## src/rtl/tnsel_pkg.sv

```systemverilog
// ----------------------------------------------------------------------------
// tnsel_pkg
// Shared widths, codes and types of the top-N class selector.
// ----------------------------------------------------------------------------
package tnsel_pkg;

	localparam int SCORE_W = 16;
	localparam int IDX_W   = 10;
	localparam int RANK_W  = 4;
	localparam int STAT_W  = 2;
	localparam int TC_W    = 5;
	localparam int CFG_W   = 16;
	localparam int CFG_IDX_W = 1;

	localparam logic [CFG_IDX_W-1:0] REG_TOP_COUNT = 1'd0;
	localparam logic [CFG_IDX_W-1:0] REG_MIN_CONF  = 1'd1;

	localparam logic [STAT_W-1:0] ST_VALID     = 2'd0;
	localparam logic [STAT_W-1:0] ST_NO_MATCH  = 2'd1;
	localparam logic [STAT_W-1:0] ST_BAD_COUNT = 2'd2;

	localparam logic [TC_W-1:0] TOP_COUNT_RST = 5'd1;

	typedef struct packed {
		logic [SCORE_W-1:0] score;
		logic [IDX_W-1:0]   idx;
	} entry_t;

	typedef struct packed {
		logic load;
		logic bad;
	} hand_t;

	typedef struct packed {
		logic shift;
		logic pop;
	} buf_ctl_t;

	typedef struct packed {
		logic full;
		logic bad;
	} buf_stat_t;

endpackage

```

## src/rtl/tnsel_front.sv

```systemverilog
// ----------------------------------------------------------------------------
// tnsel_front
// Accepts class scores, keeps the sorted top list by compare and shift and
// hands the closed list of a frame to the frame buffer.
// ----------------------------------------------------------------------------
module tnsel_front #(
	parameter int MAX_TOP     = 16,
	parameter int MAX_CLASSES = 1024
) (
	input  logic                                  clk,
	input  logic                                  arst_n,
	input  logic                                  accept,
	input  logic [tnsel_pkg::SCORE_W-1:0]         score,
	input  logic                                  frame_end,
	input  logic [tnsel_pkg::TC_W-1:0]            top_count,
	output tnsel_pkg::hand_t                      hand,
	output logic [MAX_TOP-1:0]                    vld_out,
	output tnsel_pkg::entry_t [MAX_TOP-1:0]       list_out
);
	import tnsel_pkg::*;

	localparam int CNT_W = $clog2(MAX_CLASSES + 1);
	localparam int CW    = (CNT_W > TC_W) ? CNT_W : TC_W;

	logic [MAX_TOP-1:0]           vld_q;
	entry_t [MAX_TOP-1:0]         list_q;
	logic [CNT_W-1:0]             cnt_q;
	logic [MAX_TOP-1:0]           ge;
	logic [MAX_TOP-1:0]           nxt_vld;
	entry_t [MAX_TOP-1:0]         nxt_list;
	entry_t                       new_ent;
	logic                         ins_en;
	logic [CNT_W-1:0]             cnt_nxt;

	assign ins_en  = cnt_q < CNT_W'(MAX_CLASSES);
	assign cnt_nxt = ins_en ? cnt_q + 1'b1 : cnt_q;
	assign new_ent = '{score: score, idx: IDX_W'(cnt_q)};

	always_comb begin
		for (int j = 0; j < MAX_TOP; j++) begin
			ge[j] = vld_q[j] && (list_q[j].score >= score);
		end
		nxt_vld  = vld_q;
		nxt_list = list_q;
		if (ins_en) begin
			if (!ge[0]) begin
				nxt_vld[0]  = 1'b1;
				nxt_list[0] = new_ent;
			end
			for (int j = 1; j < MAX_TOP; j++) begin
				if (!ge[j]) begin
					if (ge[j-1]) begin
						nxt_vld[j]  = 1'b1;
						nxt_list[j] = new_ent;
					end else begin
						nxt_vld[j]  = vld_q[j-1];
						nxt_list[j] = list_q[j-1];
					end
				end
			end
		end
	end

	always_ff @(posedge clk or negedge arst_n) begin
		if (!arst_n) begin
			vld_q <= '0;
			cnt_q <= '0;
		end else if (accept) begin
			if (frame_end) begin
				vld_q <= '0;
				cnt_q <= '0;
			end else begin
				vld_q <= nxt_vld;
				cnt_q <= cnt_nxt;
			end
		end
	end

	always_ff @(posedge clk) begin
		if (accept) begin
			list_q <= nxt_list;
		end
	end

	assign hand.load = accept && frame_end;
	assign hand.bad  = (top_count == '0) || (CW'(top_count) > CW'(cnt_nxt));
	assign vld_out   = nxt_vld;
	assign list_out  = nxt_list;

endmodule

```

## src/rtl/tnsel_frame_buf.sv

```systemverilog
// ----------------------------------------------------------------------------
// tnsel_frame_buf
// One-frame queue between front and back: holds a closed top list and
// shifts it towards the head as the back drains it.
// ----------------------------------------------------------------------------
module tnsel_frame_buf #(
	parameter int MAX_TOP = 16
) (
	input  logic                                  clk,
	input  logic                                  arst_n,
	input  tnsel_pkg::hand_t                      hand,
	input  logic [MAX_TOP-1:0]                    vld_in,
	input  tnsel_pkg::entry_t [MAX_TOP-1:0]       list_in,
	input  tnsel_pkg::buf_ctl_t                   ctl,
	output tnsel_pkg::buf_stat_t                  stat,
	output logic                                  head_vld,
	output tnsel_pkg::entry_t                     head,
	output logic                                  next_vld,
	output tnsel_pkg::entry_t                     next
);
	import tnsel_pkg::*;

	localparam int ENT_W = $bits(entry_t);

	logic                 full_q;
	logic                 bad_q;
	logic [MAX_TOP-1:0]   vld_q;
	entry_t [MAX_TOP-1:0] list_q;
	logic [MAX_TOP-1:0]   vld_sh;
	entry_t [MAX_TOP-1:0] list_sh;

	assign vld_sh  = vld_q >> 1;
	assign list_sh = list_q >> ENT_W;

	always_ff @(posedge clk or negedge arst_n) begin
		if (!arst_n) begin
			full_q <= 1'b0;
			bad_q  <= 1'b0;
			vld_q  <= '0;
		end else if (hand.load) begin
			full_q <= 1'b1;
			bad_q  <= hand.bad;
			vld_q  <= vld_in;
		end else if (ctl.pop) begin
			full_q <= 1'b0;
		end else if (ctl.shift) begin
			vld_q <= vld_sh;
		end
	end

	always_ff @(posedge clk) begin
		if (hand.load) begin
			list_q <= list_in;
		end else if (ctl.shift) begin
			list_q <= list_sh;
		end
	end

	assign stat.full = full_q;
	assign stat.bad  = bad_q;
	assign head_vld  = vld_q[0];
	assign head      = list_q[0];
	assign next_vld  = vld_sh[0];
	assign next      = list_sh[0];

endmodule

```

## src/rtl/tnsel_back.sv

```systemverilog
// ----------------------------------------------------------------------------
// tnsel_back
// Drains the frame buffer into the output register one result per cycle while
// not stalled, applying the requested count and the confidence threshold.
// ----------------------------------------------------------------------------
module tnsel_back #(
	parameter int MAX_TOP = 16
) (
	input  logic                                  clk,
	input  logic                                  arst_n,
	input  logic [tnsel_pkg::TC_W-1:0]            top_count,
	input  logic [tnsel_pkg::SCORE_W-1:0]         min_conf,
	input  tnsel_pkg::buf_stat_t                  stat,
	input  logic                                  head_vld,
	input  tnsel_pkg::entry_t                     head,
	input  logic                                  next_vld,
	input  tnsel_pkg::entry_t                     next,
	output tnsel_pkg::buf_ctl_t                   ctl,
	output logic                                  result_valid,
	input  logic                                  result_stall,
	output logic [tnsel_pkg::IDX_W-1:0]           class_index,
	output logic [tnsel_pkg::SCORE_W-1:0]         confidence,
	output logic [tnsel_pkg::RANK_W-1:0]          rank,
	output logic [tnsel_pkg::STAT_W-1:0]          status,
	output logic                                  list_end
);
	import tnsel_pkg::*;

	localparam int LIM_W = $clog2(MAX_TOP + 1);
	localparam int CW    = (LIM_W > TC_W) ? LIM_W : TC_W;

	logic [LIM_W-1:0]   r_q;
	logic               out_valid_q;
	logic [IDX_W-1:0]   class_index_q;
	logic [SCORE_W-1:0] confidence_q;
	logic [RANK_W-1:0]  rank_q;
	logic [STAT_W-1:0]  status_q;
	logic               list_end_q;
	logic [CW-1:0]      limit;
	logic               advance;
	logic               step;
	logic               q0;
	logic               q1;

	assign limit   = (CW'(top_count) < CW'(MAX_TOP)) ? CW'(top_count) : CW'(MAX_TOP);
	assign advance = !out_valid_q || !result_stall;
	assign step    = advance && stat.full;
	assign q0      = (CW'(r_q) < limit) && head_vld && (head.score >= min_conf);
	assign q1      = (CW'(r_q) + 1'b1 < limit) && next_vld && (next.score >= min_conf);

	assign ctl.shift = step && !stat.bad && q0 && q1;
	assign ctl.pop   = step && !(!stat.bad && q0 && q1);

	always_ff @(posedge clk or negedge arst_n) begin
		if (!arst_n) begin
			out_valid_q <= 1'b0;
			r_q         <= '0;
		end else begin
			if (advance) begin
				out_valid_q <= step;
			end
			if (ctl.pop) begin
				r_q <= '0;
			end else if (ctl.shift) begin
				r_q <= r_q + 1'b1;
			end
		end
	end

	always_ff @(posedge clk) begin
		if (step) begin
			if (stat.bad || !q0) begin
				class_index_q <= '0;
				confidence_q  <= '0;
				rank_q        <= '0;
				status_q      <= stat.bad ? ST_BAD_COUNT : ST_NO_MATCH;
				list_end_q    <= 1'b1;
			end else begin
				class_index_q <= head.idx;
				confidence_q  <= head.score;
				rank_q        <= RANK_W'(r_q);
				status_q      <= ST_VALID;
				list_end_q    <= !q1;
			end
		end
	end

	assign result_valid = out_valid_q;
	assign class_index  = class_index_q;
	assign confidence   = confidence_q;
	assign rank         = rank_q;
	assign status       = status_q;
	assign list_end     = list_end_q;

	a_pop_ends_list: assert property (@(posedge clk) disable iff (!arst_n)
		ctl.pop |=> out_valid_q && list_end_q)
		else $error("frame drained without a closing result");

	a_error_is_last: assert property (@(posedge clk) disable iff (!arst_n)
		out_valid_q && (status_q != ST_VALID) |-> list_end_q)
		else $error("error result not marked as last");

	a_above_threshold: assert property (@(posedge clk) disable iff (!arst_n)
		out_valid_q && (status_q == ST_VALID) |-> confidence_q >= min_conf)
		else $error("emitted entry below threshold");

	a_no_shift_pop: assert property (@(posedge clk) disable iff (!arst_n)
		!(ctl.shift && ctl.pop))
		else $error("shift and pop together");

endmodule

```

## src/rtl/top_n_class_select_threshold_top.sv

```systemverilog
// ----------------------------------------------------------------------------
// top_n_class_select_threshold_top
// Top-N class selection with a confidence threshold.
// ----------------------------------------------------------------------------
// Usage:
//   Item channel (item_valid/item_stall) carries one class score per
//   transaction; the class index is its position in the frame and frame_end
//   flags the last score. Scores are taken one per cycle into a
//   compare-and-shift top list of MAX_TOP cells.
//   When a frame closes, its list moves into a one-frame buffer and the next
//   frame starts at once. The back end drains the buffer one result per
//   cycle through a registered result channel (result_valid/result_stall):
//   the first result passes the buffer and then the output register after the
//   frame_end transaction, and a frame gives 1 to MAX_TOP results.
//   While the buffer still holds a frame, a new frame_end item is stalled;
//   other items keep flowing at one per cycle.
//   A stalled result holds its register and keeps the buffer from draining,
//   so a frame_end item that meets the still full buffer is stalled.
//   Reset empties the list, the buffer and the output register and sets
//   top_count to 1 and min_confidence to 0. Write the configuration only
//   while no frame is in flight.
// ----------------------------------------------------------------------------
module top_n_class_select_threshold_top #(
	parameter int MAX_TOP     = 16,
	parameter int MAX_CLASSES = 1024
) (
	input  logic                                  clk,
	input  logic                                  arst_n,
	input  logic                                  cfg_wr_en,
	input  logic [tnsel_pkg::CFG_IDX_W-1:0]       cfg_index,
	input  logic [tnsel_pkg::CFG_W-1:0]           cfg_wdata,
	input  logic                                  item_valid,
	output logic                                  item_stall,
	input  logic [tnsel_pkg::SCORE_W-1:0]         score,
	input  logic                                  frame_end,
	output logic                                  result_valid,
	input  logic                                  result_stall,
	output logic [tnsel_pkg::IDX_W-1:0]           class_index,
	output logic [tnsel_pkg::SCORE_W-1:0]         confidence,
	output logic [tnsel_pkg::RANK_W-1:0]          rank,
	output logic [tnsel_pkg::STAT_W-1:0]          status,
	output logic                                  list_end
);
	import tnsel_pkg::*;

	logic [TC_W-1:0]      top_count_q;
	logic [SCORE_W-1:0]   min_conf_q;
	logic                 accept;
	hand_t                hand;
	logic [MAX_TOP-1:0]   vld_fr;
	entry_t [MAX_TOP-1:0] list_fr;
	buf_ctl_t             ctl;
	buf_stat_t            stat;
	logic                 head_vld;
	entry_t               head;
	logic                 next_vld;
	entry_t               next;

	always_ff @(posedge clk or negedge arst_n) begin
		if (!arst_n) begin
			top_count_q <= TOP_COUNT_RST;
			min_conf_q  <= '0;
		end else if (cfg_wr_en) begin
			if (cfg_index == REG_TOP_COUNT) begin
				top_count_q <= cfg_wdata[TC_W-1:0];
			end else if (cfg_index == REG_MIN_CONF) begin
				min_conf_q <= cfg_wdata[SCORE_W-1:0];
			end
		end
	end

	assign item_stall = stat.full && frame_end;
	assign accept     = item_valid && !item_stall;

	tnsel_front #(
		.MAX_TOP     (MAX_TOP),
		.MAX_CLASSES (MAX_CLASSES)
	) u_front (
		.clk       (clk),
		.arst_n    (arst_n),
		.accept    (accept),
		.score     (score),
		.frame_end (frame_end),
		.top_count (top_count_q),
		.hand      (hand),
		.vld_out   (vld_fr),
		.list_out  (list_fr)
	);

	tnsel_frame_buf #(
		.MAX_TOP (MAX_TOP)
	) u_frame_buf (
		.clk      (clk),
		.arst_n   (arst_n),
		.hand     (hand),
		.vld_in   (vld_fr),
		.list_in  (list_fr),
		.ctl      (ctl),
		.stat     (stat),
		.head_vld (head_vld),
		.head     (head),
		.next_vld (next_vld),
		.next     (next)
	);

	tnsel_back #(
		.MAX_TOP (MAX_TOP)
	) u_back (
		.clk          (clk),
		.arst_n       (arst_n),
		.top_count    (top_count_q),
		.min_conf     (min_conf_q),
		.stat         (stat),
		.head_vld     (head_vld),
		.head         (head),
		.next_vld     (next_vld),
		.next         (next),
		.ctl          (ctl),
		.result_valid (result_valid),
		.result_stall (result_stall),
		.class_index  (class_index),
		.confidence   (confidence),
		.rank         (rank),
		.status       (status),
		.list_end     (list_end)
	);

endmodule

```

## config.mk

```make
export PLATFORM = sky130hd
export DESIGN_NAME = top_n_class_select_threshold_top
export DESIGN_NICKNAME = d
export VERILOG_FILES = /design/src/rtl/tnsel_pkg.sv /design/src/rtl/tnsel_front.sv /design/src/rtl/tnsel_frame_buf.sv /design/src/rtl/tnsel_back.sv /design/src/rtl/top_n_class_select_threshold_top.sv
export SDC_FILE = /design/constraint.sdc
export NUM_CORES = 2
export LEC_CHECK = 0
export BUFFER_PORTS_ARGS = -buffer_cell sky130_fd_sc_hd__buf_4
export CELL_PAD_IN_SITES_DETAIL_PLACEMENT = 0
export CELL_PAD_IN_SITES_GLOBAL_PLACEMENT = 2
export CORE_ASPECT_RATIO = 0.8
export CORE_UTILIZATION = 47
export DETAILED_ROUTE_END_ITERATION = 10
export PLACE_DENSITY = 0.86
export SLEW_MARGIN = 15
export SYNTH_ARGS = -nofsm -noshare
export SYNTH_HDL_FRONTEND = slang
export SYNTH_SLANG_ARGS = --single-unit
```

## constraint.sdc

```tcl
create_clock -name clk -period 22.4 [get_ports clk]
set_clock_uncertainty 0.15 [all_clocks]
set_input_delay 1.12 -clock clk [delete_from_list [all_inputs] [get_ports clk]]
set_output_delay 1.12 -clock clk [all_outputs]
set_load 0.05 [all_outputs]
```

* Word level (Yosys, flattened, before mapping)
Index checks and enable logic that the tools add are counted.
Storage, ports and cells: logic and storage cells 230, register bits after elaboration 937, input port bits 39
Operators by class: multiplexer cells 78, equal/unequal tests 1, bitwise logic cells 1, add/sub/neg operators 2, magnitude comparators 23, reduce and logical (&&, ||, !) cells 47
Operators by type and width (count):
- 416-bit two-way mux | 3
- 26-bit two-way mux | 31
- 16-bit >= comparator | 18
- 16-bit two-way mux | 5
- 1-bit two-way mux | 33
- 1-bit logical AND | 30
- 11-bit two-way mux | 2
- 5-bit two-way mux | 3
- 11-bit by 1-bit adder with 11-bit output, second input constant | 1
- 5-bit by 11-bit greater-than comparator with 1-bit output | 1
- 11-bit < comparator, second input constant | 1
- 5-bit < comparator | 2
- 1-bit logical NOT | 7
- 2-bit AND reduction | 3
- 2-bit nonzero test | 3
- 5-bit by 1-bit adder with 5-bit output, second input constant | 1
- 5-bit logical NOT | 1
- 5-bit < comparator, second input constant | 1
- 1-bit logical OR | 3
- 2-bit two-way mux | 1
- 2-bit != test, second input constant | 1
- 1-bit NOT | 1

* Logic depth before layout (Yosys ltp)
depth after elaboration 11, gate-level depth with buffers 12, depth with buffers taken out 10

* Cells and area by module
Synthesis repeated with hierarchy kept, for this count alone.
Unflattened totals: cell total of the unflattened synthesis 4625, area, all modules 55796.0 um2
By module, submodules not included:
- tnsel_front | instances 1, sequential area each 13167.6 um2, cells an instance 3345, area each 33338.2 um2
- tnsel_frame_buf | instances 1, sequential area each 12942.4 um2, cells an instance 1012, area each 19144.6 um2
- tnsel_back | instances 1, sequential area each 1141.1 um2, cells an instance 221, area each 2508.7 um2
- top_n_class_select_threshold_top | instances 1, sequential area each 526.8 um2, cells an instance 47, area each 804.5 um2

* Least setup slack after synthesis
No wires, ideal clock.
path type input to register, start point in frame_end, end point reg u_frame_buf.list_q, in the netlist u_frame_buf.head[0], enable pin, slack 10.042 ns, required time 19.206 ns, arrival time 9.165 ns, stages on the path 6, setup time 3.044 ns, path through clkbuf_1 -> nand3_1 -> clkbuf_1 -> buf_1 -> clkbuf_1 -> nand2_1
Between the ends: cells in the longest elaborated chain, start to end 5
RTL lines:
- start: declaration | line top_n_class_select_threshold_top.sv:35 | input logic frame_end,
- 1-bit logical AND | line top_n_class_select_threshold_top.sv:72 | assign item_stall = stat.full && frame_end;
- 1-bit logical NOT | line top_n_class_select_threshold_top.sv:73 | assign accept = item_valid && !item_stall;
- 1-bit logical AND | line top_n_class_select_threshold_top.sv:73
- 1-bit logical AND * | line tnsel_front.sv:85 | assign hand.load = accept && frame_end;
- 2-bit nonzero test (no source line) *
- end signal: assignment | line tnsel_frame_buf.sv:53 | list_q <= list_in;
- end signal: assignment | line tnsel_frame_buf.sv:55 | list_q <= list_sh;
- end: declaration | line tnsel_frame_buf.sv:28 | entry_t [MAX_TOP-1:0] list_q;
Mark *: on every way between the ends. The rest lies on a longest branch, timed or not. A chain may end at the register's enable or synchronous reset.

* Worst setup path in the final report
start point reg min_conf_q[15], end point reg u_frame_buf.list_q[135] (netlist name), enable pin
Between the ends: cells in the longest elaborated chain, start to end 5, elaborated cells between the ends (all ways) 7, classes of those cells order compare (2); reduce/logical (5)
RTL lines:
- start: declaration | line top_n_class_select_threshold_top.sv:47 | logic [SCORE_W-1:0] min_conf_q;
- start signal: assignment | line top_n_class_select_threshold_top.sv:67 | min_conf_q <= cfg_wdata[SCORE_W-1:0];
- 16-bit >= comparator | line tnsel_back.sv:48 | assign q0 = (CW'(r_q) < limit) && head_vld && (head.score >= min_conf);
- 1-bit logical AND | line tnsel_back.sv:48
- 1-bit logical AND | line tnsel_back.sv:51 | assign ctl.shift = step && !stat.bad && q0 && q1;
- 1-bit logical AND * | line tnsel_back.sv:51
- 2-bit nonzero test (no source line) *
Marks and branches as above.

==> metrics.txt <==
# TYPE chip_impl_metric gauge
chip_impl_metric{name="area_of_all_sequential_standard_cells",unit="um2"} 27800
chip_impl_info{name="status",value="finished, final reports clean"} 1
chip_impl_metric{name="ff2ff_path_depth",unit=""} 11
chip_impl_metric{name="drt_iter0_drc",unit=""} 3638
chip_impl_metric{name="finalWirelength",unit="um"} 156000
chip_impl_metric{name="post_cts_buffers",unit=""} 0
chip_impl_metric{name="dr_total_vias",unit=""} 37200
chip_impl_info{name="startpoint",value="min_conf_q[15]"} 1
chip_impl_metric{name="synthesis.yosys.warnings",unit=""} 0
chip_impl_metric{name="post_cts_resize_count",unit=""} 0
chip_impl_info{name="tritoncts",value="yes"} 1
chip_impl_info{name="unrepaired_setup_endpoints_after_global_routing",value="no"} 1
chip_impl_info{name="worstSetupEndpoint",value="u_frame_buf.list_q[135]"} 1
chip_impl_metric{name="worst_slew_margin_relative_to_its_limit",unit=""} 0.181
chip_impl_metric{name="nNetsFinal",unit=""} 4914
chip_impl_metric{name="dp.final_hpwl",unit="um"} 101000
chip_impl_info{name="cp_cell_sequence",value="inv_1 -> ha_1 -> nand4_1 -> nor3_1 -> o211ai_1 -> o211ai_1 -> and3_1 -> nand2_1 -> nand2_4 -> buf_4 -> buf_12"} 1
chip_impl_metric{name="detail_route.first_pass.iterations",unit=""} 5
chip_impl_metric{name="grt_remaining_overflow",unit=""} 0
chip_impl_metric{name="setup-violations-final",unit=""} 0
chip_impl_metric{name="tightest_slew",unit="ns"} 1.23
chip_impl_info{name="critical_path.reg2reg.endpoint",value="u_frame_buf.list_q[135]"} 1
chip_impl_metric{name="grt_max_degree",unit=""} 169
chip_impl_info{name="setup.worst_path.end_class",value="register"} 1
chip_impl_metric{name="num_rows",unit=""} 108
chip_impl_metric{name="postSynthNetCount",unit=""} 4985
chip_impl_metric{name="tritoncts_num_sinks",unit=""} 937
chip_impl_info{name="worst_hold_startpoint",value="min_conf_q[14]"} 1
chip_impl_metric{name="drt.antenna.violating_nets",unit=""} 0
chip_impl_metric{name="grt_pass1_vias",unit=""} 35900
chip_impl_metric{name="slew_violations",unit=""} 0
chip_impl_metric{name="cts.path.max_buffers",unit=""} 3
chip_impl_metric{name="synthToLayoutAreaGrowth",unit="%"} 9.23
chip_impl_metric{name="unique_masters_post_synth",unit=""} 68
chip_impl_metric{name="core_area",unit="um2"} 109000
chip_impl_metric{name="gp_congestion",unit=""} 0.846
chip_impl_metric{name="diodes",unit=""} 0
chip_impl_info{name="setup.worst_path.start_class",value="register"} 1
chip_impl_metric{name="synth_top_cell_area_share",unit=""} 0.503
chip_impl_metric{name="timing.fmax",unit="MHz"} 176
chip_impl_metric{name="h-tree-depth",unit=""} 3
chip_impl_metric{name="detail_route.vias_per_cell",unit=""} 6.11
chip_impl_metric{name="synthArstFlopShare",unit=""} 0.0768
chip_impl_metric{name="start_util",unit=""} 0.475
chip_impl_info{name="top_reg_cell_synth",value="sky130_fd_sc_hd__edfxtp_1"} 1
chip_impl_metric{name="multi_input_comb_area",unit="um2"} 22400
chip_impl_metric{name="cap_violations",unit=""} 0
chip_impl_info{name="timing.rr.start",value="min_conf_q[15]"} 1
chip_impl_metric{name="yosys_register_bits",unit=""} 937
chip_impl_metric{name="n_fill_cell",unit=""} 9643
chip_impl_metric{name="detail_route.drc_violations",unit=""} 0
chip_impl_metric{name="finalHoldViolCount",unit=""} 0
chip_impl_metric{name="post-layout-total-power",unit="mW"} 5.12
chip_impl_metric{name="cts.hold.buffers_added",unit=""} 0
chip_impl_metric{name="placement.io_buffers",unit=""} 73
chip_impl_info{name="hold_path.class",value="register to register"} 1
chip_impl_metric{name="share_of_post_route_cells_with_drive_strength_above_1",unit=""} 0.100
chip_impl_metric{name="power.ir.vdd_worst",unit="V"} 0.0000568
chip_impl_metric{name="worst-r2r-setup-slack",unit="ns"} 16.71
chip_impl_metric{name="globalRouteTotalUtil",unit=""} 0.279
chip_impl_metric{name="wire_per_inst",unit="um"} 25.7
chip_impl_metric{name="finalSetupTns",unit="ns"} 0
chip_impl_metric{name="dieArea",unit="um2"} 111000
chip_impl_metric{name="dieHeight",unit="um"} 299
chip_impl_metric{name="worst_setup_hold_path_clk_slew",unit="ns"} 0.07
chip_impl_metric{name="layout.cell_area.non_filler",unit="um2"} 56500
chip_impl_metric{name="clock_latency",unit="ns"} 0.69
chip_impl_info{name="post-synth-top-area-cell",value="sky130_fd_sc_hd__edfxtp_1"} 1
chip_impl_metric{name="synthesis.instances",unit=""} 4643
chip_impl_metric{name="io_pins",unit=""} 74
chip_impl_metric{name="postPlaceCellArea",unit="um2"} 53500
chip_impl_metric{name="netlist_area",unit="um2"} 51700
chip_impl_metric{name="cts-buffers-inserted",unit=""} 96
chip_impl_info{name="cp_slowest_cell",value="sky130_fd_sc_hd__buf_4"} 1
chip_impl_metric{name="cp.required",unit="ns"} 22.56
chip_impl_metric{name="power-per-cell-area",unit="nW/um2"} 90.7
chip_impl_metric{name="synth_enable_flop_cells",unit=""} 865
chip_impl_metric{name="min_period",unit="ns"} 5.69
chip_impl_info{name="netlist_top_cells_area",value="sky130_fd_sc_hd__edfxtp_1, sky130_fd_sc_hd__ha_1, sky130_fd_sc_hd__mux2i_1"} 1
chip_impl_metric{name="layout_worst_path_cycle_share",unit=""} 0.254
chip_impl_metric{name="grt_pass1_wl",unit="um"} 235000
chip_impl_metric{name="power.static_leakage",unit="nW"} 22.4
chip_impl_metric{name="timing.critical_path.slowest_cell_delay",unit="ns"} 0.84
chip_impl_metric{name="arr_time_crit_path",unit="ns"} 5.85
chip_impl_metric{name="avgSynthCellArea",unit="um2"} 11.1
chip_impl_info{name="path_common_cell",value="sky130_fd_sc_hd__o211ai_1"} 1
chip_impl_metric{name="die_w",unit="um"} 373
chip_impl_metric{name="initial_antenna_violation_count",unit=""} 5
chip_impl_info{name="clock_tree.root_cell",value="sky130_fd_sc_hd__clkbuf_16"} 1
chip_impl_info{name="critPathKind",value="register to register"} 1
chip_impl_metric{name="synth_sequential_area_ratio",unit=""} 0.537
chip_impl_metric{name="critPathMaxFanout",unit=""} 168
[Yosys cell counts, types with 3 or more instances]
cell                        number
sky130_fd_sc_hd__a2111oi_0      28
sky130_fd_sc_hd__a211o_1         7
sky130_fd_sc_hd__a211oi_1       50
sky130_fd_sc_hd__a21o_1         59
sky130_fd_sc_hd__a21oi_1       141
sky130_fd_sc_hd__a221o_1         8
sky130_fd_sc_hd__a221oi_1       12
sky130_fd_sc_hd__a311oi_1        3
sky130_fd_sc_hd__a31o_2          7
sky130_fd_sc_hd__a31oi_1        14
sky130_fd_sc_hd__and2_0          5
sky130_fd_sc_hd__and2_1         35
sky130_fd_sc_hd__and3_1          9
sky130_fd_sc_hd__and4_1          3
sky130_fd_sc_hd__buf_1          17
sky130_fd_sc_hd__buf_2          34
sky130_fd_sc_hd__buf_6           4
sky130_fd_sc_hd__clkbuf_1      273
sky130_fd_sc_hd__dfrtp_1        71
sky130_fd_sc_hd__edfxtp_1      865
sky130_fd_sc_hd__ha_1          303
sky130_fd_sc_hd__inv_1          95
sky130_fd_sc_hd__mux2_2        103
sky130_fd_sc_hd__mux2_4         40
sky130_fd_sc_hd__mux2i_1       374
sky130_fd_sc_hd__nand2_1       713
sky130_fd_sc_hd__nand2b_1       25
sky130_fd_sc_hd__nand3_1       335
sky130_fd_sc_hd__nand4_1         9
sky130_fd_sc_hd__nor2_1        182
sky130_fd_sc_hd__nor2b_1        14
sky130_fd_sc_hd__nor3_1         27
sky130_fd_sc_hd__nor4_1         12
sky130_fd_sc_hd__o2111ai_1       3
sky130_fd_sc_hd__o211ai_1      297
sky130_fd_sc_hd__o21a_1         16
sky130_fd_sc_hd__o21ai_0       364
sky130_fd_sc_hd__o22ai_1         6
sky130_fd_sc_hd__o2bb2ai_1       8
sky130_fd_sc_hd__o31ai_1        34
sky130_fd_sc_hd__xnor2_1         5
[per-stage QoR]
stage               utilization  worst slack, ns  hold WS [ns]  std cells
floorplan                     -            10.04         0.316       4643
global placement          0.492            16.57         0.338       5904
detailed placement        0.492            16.49         0.345       5904
CTS                       0.519            16.77         0.360       6081
global route              0.519            16.47         0.377       6081
finish                    0.519            16.71         0.363       6081
[state kept, by name (all words and copies together) (netlist names), 2 cells and up]
name                flops
top_count_q             5
min_conf_q             16
u_front.list_q        416
u_back.rank             4
u_frame_buf.list_q    364
u_frame_buf.next       26
u_front.cnt_q          11
u_frame_buf.vld_q      16
u_back.confidence      16
u_frame_buf.head       26
u_back.status           2
u_back.class_index     10
u_front.vld_q          16
u_back.r_q              5
[area by class of cell]
cell class              instances  share of cell area
multi-input cells            3282               0.396
flip-flops and latches        937               0.492
clock buffers                 126              0.0462
well taps                    1430              0.0317
clock inverters                51             0.00536
repair buffers                159              0.0222
inverters                      96             0.00651
[layout by cell type (no fill, tap or decap), types with 9 or more instances in the layout]
cell type | netlist | routed
sky130_fd_sc_hd__and2_1 | 35 | 35
sky130_fd_sc_hd__nand2_1 | 713 | 712
sky130_fd_sc_hd__edfxtp_1 | 865 | 865
sky130_fd_sc_hd__clkinv_1 | 0 | 24
sky130_fd_sc_hd__nand2b_1 | 25 | 25
sky130_fd_sc_hd__mux2_2 | 103 | 103
sky130_fd_sc_hd__ha_1 | 303 | 303
sky130_fd_sc_hd__a31oi_1 | 14 | 14
sky130_fd_sc_hd__a2111oi_0 | 28 | 27
sky130_fd_sc_hd__inv_1 | 95 | 94
sky130_fd_sc_hd__dfrtp_1 | 71 | 70
sky130_fd_sc_hd__o21ai_0 | 364 | 364
sky130_fd_sc_hd__nor2_1 | 182 | 181
sky130_fd_sc_hd__nor3_1 | 27 | 27
sky130_fd_sc_hd__buf_4 | 0 | 154
sky130_fd_sc_hd__nor2b_1 | 14 | 14
sky130_fd_sc_hd__o21a_1 | 16 | 16
sky130_fd_sc_hd__o31ai_1 | 34 | 34
sky130_fd_sc_hd__nor4_1 | 12 | 12
sky130_fd_sc_hd__clkbuf_16 | 0 | 99
sky130_fd_sc_hd__a21o_1 | 59 | 49
sky130_fd_sc_hd__nand4_1 | 9 | 9
sky130_fd_sc_hd__mux2i_1 | 374 | 374
sky130_fd_sc_hd__clkinv_2 | 0 | 17
sky130_fd_sc_hd__clkbuf_1 | 273 | 24
sky130_fd_sc_hd__a221oi_1 | 12 | 12
sky130_fd_sc_hd__a21oi_1 | 141 | 140
sky130_fd_sc_hd__mux2_4 | 40 | 40
sky130_fd_sc_hd__o211ai_1 | 297 | 297
sky130_fd_sc_hd__a211oi_1 | 50 | 50
sky130_fd_sc_hd__nand3_1 | 335 | 333
[per-layer routing]
| metal | GRT usage | part of all wire |
|---|---|---|
| met4 | 0.0823 | 0.029 |
| met3 | 0.0500 | 0.065 |
| met5 | 0 | 0.000064 |
| met1 | 0.399 | 0.45 |
| met2 | 0.434 | 0.46 |
[worst min path at each step]
stage	endpoint	slack (ns)	cells after the start
finish	min_conf_q[14]	0.36	1
floorplan	u_front.vld_q[15]	0.32	1
detailed placement	min_conf_q[12]	0.34	1
global route	min_conf_q[12]	0.38	1
global placement	min_conf_q[4]	0.34	1
CTS	min_conf_q[12]	0.36	1
[cell families (layout without fill, tap and decap cells)]
family	Yosys count	in the layout	synth area share
fa+ha+maj	303	303	0.0733
xor+xnor	7	7	0.00119
compound gates	1076	1076	0.134
simple gates	1379	1379	0.115
flops	937	937	0.537
mux	517	517	0.106
buf+inv	424	432	0.0322
[worst max-delay path, delay by kind of cell, from the launching register on]
family | cells | cell delay [ns]
flops | 1 | 0.36
simple gates | 5 | 1.91
buf+inv | 3 | 1.68
compound gates | 2 | 0.62
fa+ha+maj | 1 | 0.30
[report_power, final]
group | internal [mW] | switching (mW) | total (mW)
Clock | 0.842 | 0.714 | 1.56
Sequential | 2.23 | 0.204 | 2.44
Combinational | 0.401 | 0.728 | 1.13
No activity file was read; power rests on OpenSTA's default activity.
